==> config.mk <==
export PLATFORM = sky130hd
export DESIGN_NAME = ppe_splitter_flat
export DESIGN_NICKNAME = d
export VERILOG_FILES = /design/src/design/ppe_pkg.sv /design/src/design/ppe_pixel_if.sv /design/src/design/ppe_splitter.sv /design/src/flat_wrapper.sv
export SDC_FILE = /design/constraint.sdc
export NUM_CORES = 1
export LEC_CHECK = 0
export ABC_AREA = 1
export BUFFER_PORTS_ARGS = -buffer_cell sky130_fd_sc_hd__buf_2
export CAP_MARGIN = 20
export CORE_MARGIN = 2
export CORE_UTILIZATION = 47
export CTS_BUF_LIST = sky130_fd_sc_hd__clkbuf_8 sky130_fd_sc_hd__clkbuf_16
export DETAILED_ROUTE_END_ITERATION = 8
export PLACE_DENSITY = 0.79
export SYNTH_ARGS = -nofsm -noshare
export SYNTH_HDL_FRONTEND = slang
export SYNTH_SLANG_ARGS = --single-unit
==> constraint.sdc <==
create_clock -name clk -period 3.9 [get_ports clk]
set_input_delay 0.39 -clock clk [delete_from_list [all_inputs] [get_ports clk]]
set_output_delay 0.39 -clock clk [all_outputs]
set_load 0.03 [all_outputs]
==> src/design/ppe_pkg.sv <==
// Shared types and constants for the palette pixel expander.
// No dependencies; every other design file but ppe_ram refers to this package by scoped names.
package ppe_pkg;

    localparam int PALETTE_ENTRIES = 256;
    localparam int INDEX_W         = 8;
    localparam int CHAN_W          = 8;
    localparam int RGB_W           = 3 * CHAN_W;
    localparam int COLOR_W         = 16;
    localparam int COUNT_W         = 3;

    localparam int APB_ADDR_W = 3;
    localparam int APB_DATA_W = 32;

    // register slot number, taken from paddr above the byte lane bits
    localparam logic REG_DEPTH_MODE = 1'b0;

    localparam logic [1:0] DEPTH_RESET = 2'd3;
    localparam logic [1:0] DEPTH_1BPP  = 2'd0;
    localparam logic [1:0] DEPTH_2BPP  = 2'd1;
    localparam logic [1:0] DEPTH_4BPP  = 2'd2;
    localparam logic [1:0] DEPTH_8BPP  = 2'd3;

    localparam logic OP_WRITE  = 1'b0;
    localparam logic OP_EXPAND = 1'b1;

    // one palette access issued by the splitter
    typedef struct packed {
        logic                   valid;
        logic                   write;
        logic [INDEX_W-1:0]     index;
        logic [RGB_W-1:0]       rgb;
        logic                   last;
    } issue_t;

    // state of the palette read stage
    typedef struct packed {
        logic valid;
        logic last;
        logic out_of_range;
    } rd_stage_t;

    function automatic logic [COLOR_W-1:0] pack_rgb16(input logic [RGB_W-1:0] rgb);
        return {rgb[23:19], rgb[15:11], 1'b0, rgb[7:3]};
    endfunction

endpackage

==> src/design/ppe_pixel_if.sv <==
// Input channel: palette-load and pixel-byte beats.
// Depends on ppe_pkg for field widths.
interface ppe_pixel_if;
    logic                        valid;
    logic                        ready;
    logic                        operation;
    logic [ppe_pkg::CHAN_W-1:0]  pixel_byte;
    logic [ppe_pkg::INDEX_W-1:0] entry_index;
    logic [ppe_pkg::CHAN_W-1:0]  entry_red;
    logic [ppe_pkg::CHAN_W-1:0]  entry_green;
    logic [ppe_pkg::CHAN_W-1:0]  entry_blue;

    modport source (
        output valid, operation, pixel_byte, entry_index, entry_red, entry_green, entry_blue,
        input  ready
    );
    modport sink (
        input  valid, operation, pixel_byte, entry_index, entry_red, entry_green, entry_blue,
        output ready
    );
endinterface

==> src/design/ppe_splitter.sv <==
// Stage 1: holds one input beat and issues one palette access per cycle while the pipe advances.
// Depends on ppe_pkg and ppe_pixel_if.
module ppe_splitter (
    input  logic               clk,
    input  logic               rst_n,
    input  logic [1:0]         depth_mode,
    input  logic               adv,
    ppe_pixel_if.sink          in_ch,
    output ppe_pkg::issue_t    issue
);

    logic                             busy_reg;
    logic                             busy_next;
    logic [ppe_pkg::COUNT_W-1:0]      k_reg;
    logic [ppe_pkg::COUNT_W-1:0]      k_next;
    logic                             op_reg;
    logic [ppe_pkg::CHAN_W-1:0]       byte_reg;
    logic [ppe_pkg::INDEX_W-1:0]      entry_reg;
    logic [ppe_pkg::RGB_W-1:0]        rgb_reg;

    logic [ppe_pkg::INDEX_W-1:0]      pix_index;
    logic                             pix_last;
    logic                             done;
    logic                             accept;

    always_comb
    begin
        pix_index = '0;
        pix_last  = 1'b0;
        case (depth_mode)
            ppe_pkg::DEPTH_1BPP:
            begin
                pix_index = {{(ppe_pkg::INDEX_W-1){1'b0}}, byte_reg[k_reg]};
                pix_last  = (k_reg == 3'd7);
            end
            ppe_pkg::DEPTH_2BPP:
            begin
                case (k_reg[1:0])
                    2'd0:    pix_index = {6'b0, byte_reg[7:6]};
                    2'd1:    pix_index = {6'b0, byte_reg[5:4]};
                    2'd2:    pix_index = {6'b0, byte_reg[3:2]};
                    default: pix_index = {6'b0, byte_reg[1:0]};
                endcase
                pix_last = (k_reg[1:0] == 2'd3);
            end
            ppe_pkg::DEPTH_4BPP:
            begin
                pix_index = k_reg[0] ? {4'b0, byte_reg[3:0]} : {4'b0, byte_reg[7:4]};
                pix_last  = k_reg[0];
            end
            default:
            begin
                pix_index = byte_reg;
                pix_last  = 1'b1;
            end
        endcase
    end

    assign done        = busy_reg && (op_reg == ppe_pkg::OP_WRITE || pix_last);
    assign in_ch.ready = adv && (!busy_reg || done);
    assign accept      = in_ch.valid && in_ch.ready;

    assign issue.valid = busy_reg;
    assign issue.write = (op_reg == ppe_pkg::OP_WRITE);
    assign issue.index = (op_reg == ppe_pkg::OP_WRITE) ? entry_reg : pix_index;
    assign issue.rgb   = rgb_reg;
    assign issue.last  = pix_last;

    always_comb
    begin
        busy_next = busy_reg;
        k_next    = k_reg;
        if (accept)
        begin
            busy_next = 1'b1;
            k_next    = '0;
        end
        else if (adv && done)
        begin
            busy_next = 1'b0;
        end
        else if (adv && busy_reg)
        begin
            k_next = k_reg + 3'd1;
        end
    end

    always_ff @(posedge clk or negedge rst_n)
    begin
        if (!rst_n)
        begin
            busy_reg <= 1'b0;
            k_reg    <= '0;
        end
        else
        begin
            busy_reg <= busy_next;
            k_reg    <= k_next;
        end
    end

    always_ff @(posedge clk)
    begin
        if (accept)
        begin
            op_reg    <= in_ch.operation;
            byte_reg  <= in_ch.pixel_byte;
            entry_reg <= in_ch.entry_index;
            rgb_reg   <= {in_ch.entry_red, in_ch.entry_green, in_ch.entry_blue};
        end
    end

endmodule

==> src/flat_wrapper.sv <==
// flat-port wrapper written by rule: the top's interface ports become plain ports
module ppe_splitter_flat 
  (clk, rst_n, depth_mode, adv, issue, in_ch_valid, in_ch_operation, in_ch_pixel_byte, in_ch_entry_index, in_ch_entry_red, in_ch_entry_green, in_ch_entry_blue, in_ch_ready);
  ppe_pixel_if in_ch_i ();
  input  logic clk;
  input  logic rst_n;
  input  logic [1:0] depth_mode;
  input  logic adv;
  output ppe_pkg::issue_t issue;
  input wire logic [$bits(in_ch_i.valid)-1:0] in_ch_valid;
  input wire logic [$bits(in_ch_i.operation)-1:0] in_ch_operation;
  input wire logic [$bits(in_ch_i.pixel_byte)-1:0] in_ch_pixel_byte;
  input wire logic [$bits(in_ch_i.entry_index)-1:0] in_ch_entry_index;
  input wire logic [$bits(in_ch_i.entry_red)-1:0] in_ch_entry_red;
  input wire logic [$bits(in_ch_i.entry_green)-1:0] in_ch_entry_green;
  input wire logic [$bits(in_ch_i.entry_blue)-1:0] in_ch_entry_blue;
  output wire logic [$bits(in_ch_i.ready)-1:0] in_ch_ready;
  assign in_ch_i.valid = in_ch_valid;
  assign in_ch_i.operation = in_ch_operation;
  assign in_ch_i.pixel_byte = in_ch_pixel_byte;
  assign in_ch_i.entry_index = in_ch_entry_index;
  assign in_ch_i.entry_red = in_ch_entry_red;
  assign in_ch_i.entry_green = in_ch_entry_green;
  assign in_ch_i.entry_blue = in_ch_entry_blue;
  assign in_ch_ready = in_ch_i.ready;
  ppe_splitter u_core (.clk(clk), .rst_n(rst_n), .depth_mode(depth_mode), .adv(adv), .in_ch(in_ch_i), .issue(issue));
endmodule
==> impl_metrics.env <==
export IMPL_ys_ff_latch=45
export IMPL_final_core_util=0.631
export IMPL_rsz0062_at_grt="no"
export IMPL_crit_end="issue[25]"
export IMPL_hold_violations=0
export IMPL_leakagePower_nw=1.12
export IMPL_power_w=0.00107
export IMPL_worstReg2RegStart="u_core.k_reg[0]$_DFFE_PN0P_"
export IMPL_multi_input_comb_area_um2=498
export IMPL_clockBufferDepth=2
export IMPL_crit_family="flip-flops"
export IMPL_cp_end_kind="output pin"
export IMPL_largest_register_ffs=24
export IMPL_crit_arrival_ps=2010
export IMPL_critPathLaunchType="register"
export IMPL_cp_startpoint="u_core.k_reg[0]$_DFFE_PN0P_"
export IMPL_grt_max_degree=42
export IMPL_wl_met2_um=1790
export IMPL_ir_drop_v=0.000314
export IMPL_period_share=0.615
export IMPL_fin_ws_ps=1500
export IMPL_crit_slowest_cell="dfrtp_1"
export IMPL_yosysSeqAreaShare=0.701
export IMPL_clock_sinks=45
export IMPL_mostFrequentLayoutCells="buf_2, nand2_1, edfxtp_1"
export IMPL_seqCellArea_um2=1330
export IMPL_cp_required_ps=3510
export IMPL_cts_buffers=5
export IMPL_cts_tree="yes"
export IMPL_antenna_left=0
export IMPL_grt_pass1_wl_um=5730
export IMPL_cts_root_buf="clkbuf_8"
export IMPL_layout_commonest_cell="buf_2"
export IMPL_fin_tns_setup_ps=0
export IMPL_finalCriticalPeriod_ps=2400
export IMPL_drtIter0Drc=113
export IMPL_cts_clk_slew_worst_paths_ps=80
export IMPL_reg2reg_to="u_core.entry_reg[6]$_DFFE_PP_"
export IMPL_wl_per_cell_um=12.6
export IMPL_fp_dieW_um=67.6
export IMPL_slew_viol_final=0
export IMPL_tightestPinTransition_ps=420
export IMPL_synthesis_nets=209
export IMPL_worst_slew_margin_rel=0.720
export IMPL_post_place_ws_ps=1470
export IMPL_power_density_nw_per_um2=431
export IMPL_regToRegSetupSlack_ps=1980
export IMPL_grt_overflow=0
export IMPL_antenna_found_initial=0
export IMPL_start_util=0.481
export IMPL_skew_ps=4.83
export IMPL_drv_cap=0
export IMPL_drt_met1_wl_um=1380
export IMPL_synth_area_per_cell_um2=12.2
export IMPL_dieArea_um2=4560
export IMPL_stdcell_count=294
export IMPL_final_layout_size_suffix_gt1_frac=0.402
export IMPL_path_common_cell="nand2_1"
export IMPL_fillers=303
export IMPL_post_cts_buffers=0
export IMPL_coreArea_um2=3940
export IMPL_port_buffer_count=82
export IMPL_post_route_drc_count=0
export IMPL_vias=1431
export IMPL_path_class="reg2out"
export IMPL_clock_latency_ps=290
export IMPL_top_layer="met4"
export IMPL_synth_area_um2=1900
export IMPL_fp_row_count=23
export IMPL_status="finished clean"
export IMPL_crit_buf_inv=2
export IMPL_path_depth=9
export IMPL_critPathMaxFanout=12
export IMPL_track_usage=0.180
export IMPL_first_global_vias=1290
export IMPL_hold_path_class="in2reg"
export IMPL_setup_viol=0
export IMPL_viasPerCell=4.87
export IMPL_netlist_cell_type_count=23
export IMPL_area_growth_pct=31.0
export IMPL_fp_dieH_um=67.6
export IMPL_critPathMaxStageDelay_ps=600
export IMPL_antennaDiodeCount=0
export IMPL_worst_r2r_cell_count=7
export IMPL_io_pins=83
export IMPL_crit_chain="inv_2 > ha_1 > a21oi_1 > a21oi_1 > nor2_1 > nand2_1 > nand2_1 > nand2_1 > buf_2"
export IMPL_dr_wl_met3_um=486
export IMPL_route_final_wire_length_um=3710
export IMPL_syn_inst=156
export IMPL_place_congestion=0.901
export IMPL_dr_pass1_iters=6
export IMPL_max_freq_mhz=417
export IMPL_cts_htree_levels=2
export IMPL_holdBufCountCts=1
export IMPL_finalNetCount=296
export IMPL_dpl_hpwl_um=2770
export IMPL_yosysWarnings=0
export IMPL_cts_resized=0
export IMPL_dpl_cell_count=284
==> power by group <==
group / leakage [nW] / switching, W / internal (W) / total [W]
clock: 0.0518 / 0.000148 / 0.000188 / 0.000336
combinational: 0.635 / 0.000106 / 0.0000568 / 0.000163
sequential: 0.436 / 0.0000171 / 0.000555 / 0.000572
total: 1.12 / 0.000271 / 0.000800 / 0.00107
==> routing by layer <==
metal,vias to the layer above,GRT usage
met5,-,0
met4,0,0.0765
met3,5,0.0917
met2,70,0.292
met1,645,0.198
li1,711,-
==> worst register-to-register path: stages (launching register included) <==
cell	delay [ps]
dfrtp_1	600
ha_1	240
ha_1	140
nand2_1	60
nand3_2	100
nor2_4	70
nor2_4	150
buf_12	240
==> how the worst min path moves through the flow <==
stage,slack [ps],depth (start not counted),start,end
finish,270,1,in_ch_entry_green[2],u_core.rgb_reg[10]$_DFFE_PP_
global route,250,1,in_ch_entry_red[7],u_core.rgb_reg[23]$_DFFE_PP_
CTS,250,1,in_ch_entry_red[4],u_core.rgb_reg[20]$_DFFE_PP_
detailed placement,200,1,rst_n,u_core.busy_reg$_DFFE_PN0P_
global placement,200,1,rst_n,u_core.busy_reg$_DFFE_PN0P_
floorplan,90,0,rst_n,u_core.busy_reg$_DFFE_PN0P_
==> cells by family after synthesis <==
logic type / count (synthesis) / synth area share
AO/OA/AOI/OAI: 17 / 0.0494
buffers and inverters: 16 / 0.0402
flip-flops: 45 / 0.701
adder cells (fa/ha/maj): 6 / 0.0396
AND/OR/NAND/NOR: 72 / 0.169
==> area by class of cell <==
class,count,share of cell area
Sequential cell,45,0.535
Multi-Input combinational cell,95,0.200
Timing Repair Buffer,84,0.177
Clock buffer,5,0.0277
Tap cell,50,0.0252
Inverter,12,0.0181
Clock inverter,3,0.0166
==> cells in the mapped netlist (all sizes together) <==
master / n / area share
ha: 6 / 0.040
o31ai: 1 / 0.0040
clkinv: 1 / 0.0020
a31oi: 2 / 0.0066
inv: 11 / 0.022
nor2: 11 / 0.026
or2: 1 / 0.0033
a21oi: 3 / 0.0079
nand4: 1 / 0.0033
edfxtp: 41 / 0.65
nand3: 17 / 0.050
dfrtp: 4 / 0.053
buf: 4 / 0.016
nand2: 42 / 0.087
o21ai: 11 / 0.031
==> per-stage QoR <==
step / hold WS, ps / area [um^2]
6_report: 266 / 2490
2_1_floorplan: 94.4 / 1900
3_5_place_dp: 204 / 2350
3_3_place_gp: 201 / 2350
4_1_cts: 255 / 2470
5_1_grt: 248 / 2490
(Power assumes the default switching activity.)
