===== src/design/ppe_pkg.sv =====
// Shared types and constants for the palette pixel expander.
// No dependencies; every other design file but ppe_ram refers to this package by scoped names.
package ppe_pkg;

    localparam int PALETTE_ENTRIES = 256;
    localparam int INDEX_W         = 8;
    localparam int CHAN_W          = 8;
    localparam int RGB_W           = 3 * CHAN_W;
    localparam int COLOR_W         = 16;
    localparam int COUNT_W         = 3;

    localparam int APB_ADDR_W = 3;
    localparam int APB_DATA_W = 32;

    // register slot number, taken from paddr above the byte lane bits
    localparam logic REG_DEPTH_MODE = 1'b0;

    localparam logic [1:0] DEPTH_RESET = 2'd3;
    localparam logic [1:0] DEPTH_1BPP  = 2'd0;
    localparam logic [1:0] DEPTH_2BPP  = 2'd1;
    localparam logic [1:0] DEPTH_4BPP  = 2'd2;
    localparam logic [1:0] DEPTH_8BPP  = 2'd3;

    localparam logic OP_WRITE  = 1'b0;
    localparam logic OP_EXPAND = 1'b1;

    // one palette access issued by the splitter
    typedef struct packed {
        logic                   valid;
        logic                   write;
        logic [INDEX_W-1:0]     index;
        logic [RGB_W-1:0]       rgb;
        logic                   last;
    } issue_t;

    // state of the palette read stage
    typedef struct packed {
        logic valid;
        logic last;
        logic out_of_range;
    } rd_stage_t;

    function automatic logic [COLOR_W-1:0] pack_rgb16(input logic [RGB_W-1:0] rgb);
        return {rgb[23:19], rgb[15:11], 1'b0, rgb[7:3]};
    endfunction

endpackage


===== src/design/ppe_color_if.sv =====
// Output channel: one 16-bit display pixel per beat.
// Depends on ppe_pkg for field widths.
interface ppe_color_if;
    logic                        valid;
    logic                        ready;
    logic [ppe_pkg::COLOR_W-1:0] color_word;
    logic                        last_of_byte;

    modport source (
        output valid, color_word, last_of_byte,
        input  ready
    );
    modport sink (
        input  valid, color_word, last_of_byte,
        output ready
    );
endinterface


===== src/design/ppe_pack.sv =====
// Stage 3: packs palette read data into RGB565-style words; output register.
// Depends on ppe_pkg and ppe_color_if.
module ppe_pack (
    input  logic                        clk,
    input  logic                        rst_n,
    input  ppe_pkg::rd_stage_t          rd,
    input  logic [ppe_pkg::RGB_W-1:0]   rdata,
    output logic                        adv,
    ppe_color_if.source                 out_ch
);

    logic                        valid_reg;
    logic [ppe_pkg::COLOR_W-1:0] color_reg;
    logic                        last_reg;
    logic [ppe_pkg::COLOR_W-1:0] color_next;

    // whole pipe moves when the output register is free or being drained
    assign adv = !valid_reg || out_ch.ready;

    assign color_next = rd.out_of_range ? '0 : ppe_pkg::pack_rgb16(rdata);

    always_ff @(posedge clk or negedge rst_n)
    begin
        if (!rst_n)
        begin
            valid_reg <= 1'b0;
        end
        else if (adv)
        begin
            valid_reg <= rd.valid;
        end
    end

    always_ff @(posedge clk)
    begin
        if (adv && rd.valid)
        begin
            color_reg <= color_next;
            last_reg  <= rd.last;
        end
    end

    assign out_ch.valid        = valid_reg;
    assign out_ch.color_word   = color_reg;
    assign out_ch.last_of_byte = last_reg;

endmodule

===== src/flat_wrapper.sv =====
// flat-port wrapper written by rule: the top's interface ports become plain ports
module ppe_pack_flat 
  (clk, rst_n, rd, rdata, adv, out_ch_valid, out_ch_color_word, out_ch_last_of_byte, out_ch_ready);
  ppe_color_if out_ch_i ();
  input  logic clk;
  input  logic rst_n;
  input  ppe_pkg::rd_stage_t rd;
  input  logic [ppe_pkg::RGB_W-1:0] rdata;
  output logic adv;
  output wire logic [$bits(out_ch_i.valid)-1:0] out_ch_valid;
  output wire logic [$bits(out_ch_i.color_word)-1:0] out_ch_color_word;
  output wire logic [$bits(out_ch_i.last_of_byte)-1:0] out_ch_last_of_byte;
  input wire logic [$bits(out_ch_i.ready)-1:0] out_ch_ready;
  assign out_ch_valid = out_ch_i.valid;
  assign out_ch_color_word = out_ch_i.color_word;
  assign out_ch_last_of_byte = out_ch_i.last_of_byte;
  assign out_ch_i.ready = out_ch_ready;
  ppe_pack u_core (.clk(clk), .rst_n(rst_n), .rd(rd), .rdata(rdata), .adv(adv), .out_ch(out_ch_i));
endmodule

===== config.mk =====
export PLATFORM = sky130hd
export DESIGN_NAME = ppe_pack_flat
export DESIGN_NICKNAME = d
export VERILOG_FILES = /design/src/design/ppe_pkg.sv /design/src/design/ppe_color_if.sv /design/src/design/ppe_pack.sv /design/src/flat_wrapper.sv
export SDC_FILE = /design/constraint.sdc
export NUM_CORES = 1
export LEC_CHECK = 0
export ABC_AREA = 0
export BUFFER_PORTS_ARGS = -buffer_cell sky130_fd_sc_hd__buf_2
export CAP_MARGIN = 20
export CORE_MARGIN = 10
export CORE_UTILIZATION = 41
export CTS_CLUSTER_DIAMETER = 60
export DETAILED_ROUTE_END_ITERATION = 12
export PLACE_DENSITY = 0.8
export SYNTH_ARGS = -nofsm -noshare
export SYNTH_HDL_FRONTEND = slang
export SYNTH_SLANG_ARGS = --single-unit

===== constraint.sdc =====
create_clock -name clk -period 2.04 [get_ports clk]
set_input_delay 0.306 -clock clk [delete_from_list [all_inputs] [get_ports clk]]
set_output_delay 0.306 -clock clk [all_outputs]
set_load 0.005 [all_outputs]

==> impl_results.md, run 1 <==
- Status: finished clean
- Flop pwr share: 0.628
- Synth Area in Compound Gates: 0
- Hold Fails Final Rpt: 0
- Area grow syn2layout: 33.9%
- Share of the synthesized area in the top cell type: 0.711
- Worst IR drop on VDD: 0.000452 V
- IO Count: about 50
- Crit share post-route: 0.699
- Top cells by count, synth: 16 x edfxtp_1, 7 x nor2b_2, 3 x and2b_2, 3 x nor2b_1, 2 x and2b_1
- Sw Pwr: 0.135 mW
- Clock Tree Root: clkbuf_4
- Fin. max-slew vios: 0
- H-tree Lvls: 1
- WP data arrival: between 1 and 1.5 ns
- Pwr dens: 723 nW/µm²
- Final WL: around 1400 µm
- Die area: 3670 µm²
- Setup crit end kind: flop
- # rows: 14
- Max reg flops: 15
- TNS Setup: 0 ns
- Slew @ Worst Pin: 0.676 ns
- CP required: 1.96 ns
- Synth Register Bits: 17
- GR Util All Layers: 0.0808
- Sw frac: 0.206
- Final nets: 110
- Synth cell types: 12
- Clock tree sinks: 17
- Remaining antenna violation count: 0
- Design Area, Final: around 900 µm²
- Number of global-route vias before repair: 478
- Yosys warns: 0
- Largest net degree at the start of global routing: 17
- DIE WIDTH: 60.6 µm
- Placed Area: 867 µm²
- Gate Count Post-Synth: 38
- Drt first pass iters: 3
- Area leader, netlist: edfxtp_1
- CTS tree: yes
- ANT cells: 0
- Via count: between 400 and 500
- Crit-path max FO: 16
- Avg WL per Cell: 14.7 µm
- Synth Area in XOR/XNOR: 0
- RSZ-0062 raised after global routing: false
- Area contributors post-synth: edfxtp_1 71%, nor2b_2 9.1%, and2b_2 3.9%, dfrtp_1 3.7%, nor2b_1 2.8%
- Adder-cell share of the synthesized area: 0
- TritonCTS Buffers: 3
- Syn Std Cell Area: between 600 and 700 µm²
- Mux cell area share after synthesis: 0
- Clk_skew: around 0.0082 ns
- Post-CTS setup buffer count: 0
- DRC: 0
- Final setup fails: 0
- Async SR Flop Fraction: 0.0588
- Leakage: 0.413 nW
- Combinational share of power: 0.113
- First-pass GRT wire length: 2130 µm
- Final non-filler cell total: 95
- Syn Area/Cell: 17.8 µm²
- Overflow after GRT: 0
- Synth Area in Simple Gates: 0.219
- Seq/Total Area, Yosys: 0.748
- Via/cell ratio: 4.46
- Die Ht: 60.6 µm
- Initial antenna violation count: 0
- 1st-iter DRT viols: 3
- Crit path kind: reg -> reg
- Post-synthesis net count: 68
- Min-delay worst type: in -> reg
- Post-synth EDFFs: 16
- Worst-skew pair later-pin latency: 0.28 ns
- Top-count cell post-synth: edfxtp_1
- Rel. slew slack: 0.549
- Starting Density: 0.443
- DP Cell Count: 90
- Layout cells sized above 1: 0.671
- Max frequency: 701 MHz
- Power Internal: roughly 0.52 mW
- Clock power share: 0.260
- Ys flop type: edfxtp_1
- Total Power: 0.654 mW
- Worst-path clk slew: 0.09 ns
- Core area: roughly 1500 µm²
- IO Port Bufs: 38
- Startpoint types: flop
- Maximum clock path buffer count: 2
- Largest family of logic cells by synthesized area: simple AND/OR/NAND/NOR gates
- Final Critical Period: 1.43 ns
- RePlAce Congestion: approximately 0.66
- Max-cap violations: 0
-- cells in the final DEF, fill, tap and decap left out, types with 2 or more instances in the layout --
master / instances
edfxtp_1: 16
buf_2: 38
clkbuf_4: 3
nor2b_1: 3
and2b_2: 3
and2b_1: 2
nor2b_2: 7
-- power by group through the flow --
stage          clock [mW]  combinational, mW  sequential, mW
2_1_floorplan           0             0.0302           0.422
3_3_place_gp            0             0.0723           0.418
3_5_place_dp            0             0.0751           0.419
4_1_cts             0.179             0.0767           0.411
5_1_grt             0.199             0.0833           0.413
6_report            0.170             0.0738           0.411
-- worst paths after layout --
check	start	cells after the start	slack (ns)	end
setup / recovery	u_core.out_ch.valid	2	0.61	u_core.out_ch.color_word[15]
hold / removal	rd[1]	1	0.21	u_core.out_ch.last_of_byte
setup reg to reg	u_core.out_ch.valid	2	0.61	u_core.out_ch.color_word[15]
hold reg to reg	u_core.out_ch.valid	2	0.56	u_core.out_ch.valid
max in group asynchronous	rst_n	2	1.63	u_core.out_ch.valid
min in group asynchronous	rst_n	2	0.33	u_core.out_ch.valid
-- worst max-delay path: stages, from the launching register on --
cell and delay, ns:
dfrtp_1 0.42, nand2b_4 0.08, and2_1 0.56
-- routing by layer --
metal,global-route usage,wire length [µm],up-vias
met5,0,0,-
met4,0.0784,54,0
met3,0.0230,119,4
met2,0.150,801,20
met1,0.0643,421,192
li1,-,-,208
-- final cells by class --
cell class                      count  area [µm²]
Clock buffer                        3        22.5
Clock inverter                      1        5.00
Fill cell                         132         619
Multi-Input combinational cell     19         151
Sequential cell                    17         505
Tap cell                           16        20.0
Timing Repair Buffer               39         200
-- metrics by stage --
stage / hold WS (ns) / utilization / setup slack, ns
finish: 0.212 / 0.594 / 0.614
global route: 0.184 / 0.594 / 0.547
CTS: 0.195 / 0.594 / 0.579
detailed placement: 0.0819 / 0.569 / 0.556
global placement: 0.0803 / 0.569 / 0.610
floorplan: 0.0104 / - / 0.729
-- cell families after synthesis --
logic type | Yosys count
AND/OR/NAND/NOR | 18
buffers and inverters | 2
other | 1
flip-flops | 17
-- repair_timing --
item / CTS / global route
setup endpoints to repair: 0 / 0
endpoints found under the hold margin: 1 / 0
resized for setup: 0 / 0
hold buffers: 1 / 0
Power figures use the tool's default switching activity.
==> inputs of run 2 (changes only) <==
- ABC_AREA: 0 -> 1
- CORE_UTILIZATION: 41 -> 34
- PLACE_DENSITY: 0.8 -> 0.71
- clock period: 2.04 -> 1.3 ns (I/O delays scaled with it)
==> run 2 against run 1 <==
Wire length grew 12%. Synthesized cell count grew 45%. Utilization shrank 7.6 points. Critical path depth is the same. Via count grew 13%. Total power grew 58%. Highest routed layer unchanged.
==> impl_results.md, run 2 <==
- Final setup fails: 0 (unchanged)
- Top-count cell post-synth: inv_1
- Leakage: 0.478 nW (+16%)
- Worst-skew pair later-pin latency: 0.28 ns (about the same)
- Pwr dens: 1120 nW/µm² (+55%)
- Hold Fails Final Rpt: 0 (unchanged)
- Crit path from: u_core.out_ch.valid
- DRC: 0 (unchanged)
- Clock tree sinks: 17 (unchanged)
- Post-synth EDFFs: 16 (unchanged)
- Post-CTS setup buffer count: 0 (unchanged)
- Top cells by count, synth: 17 x inv_1, 16 x edfxtp_1, 15 x nor2_1, 2 x nand2_1
- Crit share post-route: 0.854
- Placed Area: 887 µm² (+2.3%)
- Clock Tree Root: clkbuf_4
- Final non-filler cell total: 122 (+28%)
- Avg WL per Cell: 12.9 µm (-13%)
- Layout cells sized above 1: 0.443 (-0.228)
- GR Util All Layers: 0.0745 (-0.00634)
- TritonCTS Buffers: 3 (unchanged)
- # fillers: 166 (+26%)
- IO Count: 49 (unchanged)
- Adder-cell share of the synthesized area: 0 (unchanged)
- Initial antenna violation count: 0 (unchanged)
- 1st-iter DRT viols: 18 (+15)
- Area grow syn2layout: 39.8%
- Most common cell after layout, fill and taps aside: buf_2
- Hold Path Origin: rd[1]
- Async SR Flop Fraction: 0.0588 (unchanged)
- TNS Setup: 0 ns (unchanged)
- Die area: 4110 µm² (+12%)
- Hold slack final: 0.0852 ns (-0.126 ns)
- Post-synthesis net count: 85 (+25%)
- Die Ht: 64.1 µm (+5.8%)
- Commonest cells after routing, fill and taps aside: 38 x buf_2, 17 x inv_1, 16 x edfxtp_1
- Status: finished clean
- Clk_skew: 0.00185 ns (-0.00631 ns)
- Gate Count Post-Synth: 55 (+45%)
- Area contributors post-synth: edfxtp_1 73%, inv_1 9.7%, nor2_1 8.5%, dfrtp_1 3.8%, buf_6 1.7%
- Largest net degree at the start of global routing: 17 (unchanged)
- Crit-path max FO: 3 (-13)
- Min-delay worst type: in -> reg
- Via/cell ratio: 3.93 (-12%)
- Overflow after GRT: 0 (unchanged)
- Mux cell area share after synthesis: 0 (unchanged)
- IO Port Bufs: 38 (unchanged)
- Share of the synthesized area in the top cell type: 0.727 (+0.0162)
- Yosys warns: 0 (unchanged)
- Max frequency: 901 MHz
- Synth Area in Simple Gates: 0.0966 (-0.122)
- Starting Density: 0.371 (-0.0728)
- WP data arrival: 0.91 ns (-0.43 ns)
- Layout Utilization: 0.518 (-0.0757)
- ANT cells: 0 (unchanged)
- CTS tree: yes
- Fin. max-slew vios: 0 (unchanged)
- RePlAce Congestion: 0.742 (+13%)
- Final WL: 1570 µm (+12%)
- Maximum clock path buffer count: 2 (unchanged)
- Via count: 480 (+13%)
- First-pass GRT wire length: 2300 µm (+8.1%)
- Number of global-route vias before repair: 478 (unchanged)
- Syn Area/Cell: 12.0 µm² (-32%)
- Final Critical Period: 1.11 ns
- Largest family of logic cells by synthesized area: buffers and inverters
- Synth Register Bits: 17 (unchanged)
- Final nets: 128 (+16%)
- Max-cap violations: 0 (unchanged)
- Drt first pass iters: 3 (unchanged)
- DP Cell Count: 117 (+30%)
- RSZ-0062 raised after global routing: false
- Core area: 1780 µm² (+17%)
- CP required: 1.11 ns (-0.85 ns)
- H-tree Lvls: 1 (unchanged)
- Synth cell types: 9 (-3)
- Seq/Total Area, Yosys: 0.765 (+0.0170)
- Remaining antenna violation count: 0 (unchanged)
- Startpoint types: flop
- Crit path kind: reg -> out
- Syn Std Cell Area: 661 µm² (-2.2%)
- # rows: 15 (+1)
- Max reg flops: 15 (unchanged)
- Final HPWL DP: approximately 1300 µm
- Area leader, netlist: edfxtp_1
- Design Area, Final: 923 µm² (+2.1%)
- Ys flop type: edfxtp_1
- DIE WIDTH: 64.1 µm (+5.8%)
- Reg2reg start: u_core.out_ch.valid
- Setup crit end kind: output pin
- Worst-path clk slew: 0.09 ns (about the same)
- Synth Area in Compound Gates: 0.00758 (+0.00758)
- Worst IR drop on VDD: 0.000462 V (+2.2%)
- Synth Area in XOR/XNOR: 0 (unchanged)
[run 2: layer usage]
metal  vias up  routed length, µm  global-route usage
met1       204                483              0.0590
met4         0                 24              0.0410
li1        246                  -                   -
met3         5                201              0.0453
met2        25                859               0.137
met5         -                  0                   0
[run 2: kinds of logic after synthesis]
family	Yosys count
flip-flops	17
AO/OA/AOI/OAI	1
AND/OR/NAND/NOR	17
buffers and inverters	19
other	1
[run 2: worst paths after layout]
| kind | endpoint | slack [ns] | cells past startpoint |
|---|---|---|---|
| setup / recovery | adv | 0.19 | 2 |
| hold / removal | u_core.out_ch.last_of_byte | 0.09 | 1 |
| setup reg to reg | u_core.out_ch.color_word[2] | 0.21 | 2 |
| hold reg to reg | u_core.out_ch.valid | 0.57 | 2 |
| max in group asynchronous | u_core.out_ch.valid | 1.02 | 2 |
| min in group asynchronous | u_core.out_ch.valid | 0.20 | 2 |
[run 2: repair_timing]
action	in CTS	in global routing
hold endpoints to repair	1	0
setup endpoints to repair	0	0
hold buffers	1	0
resized for setup	0	0
[run 2: power breakdown]
group | switching, mW | internal, mW | leakage [nW]
Clock | 0.149 | 0.119 | 0.0150
Sequential | 0.00790 | 0.636 | 0.168
Combinational | 0.0620 | 0.0620 | 0.296
[run 2: layout make-up]
type / count / area [µm²] / share of cell area
timing repair buffer: 40 / 220 / 0.238
inverter: 17 / 63.8 / 0.0691
clock buffer: 4 / 26.3 / 0.0285
multi-input combinational: 19 / 76.3 / 0.0827
sequential: 17 / 505 / 0.547
tap: 25 / 31.3 / 0.0339
[run 2: critical path, cell delays in order, from the launching register on]
cell,delay (ns)
dfrtp_1,0.42
nand2_1,0.10
buf_2,0.12
[run 2: through the flow]
stage	power (mW)	worst slack, ns
floorplan	0.704	0.00481
global placement	0.775	0.264
detailed placement	0.782	0.212
CTS	1.05	0.173
global route	1.09	0.142
finish	1.04	0.190
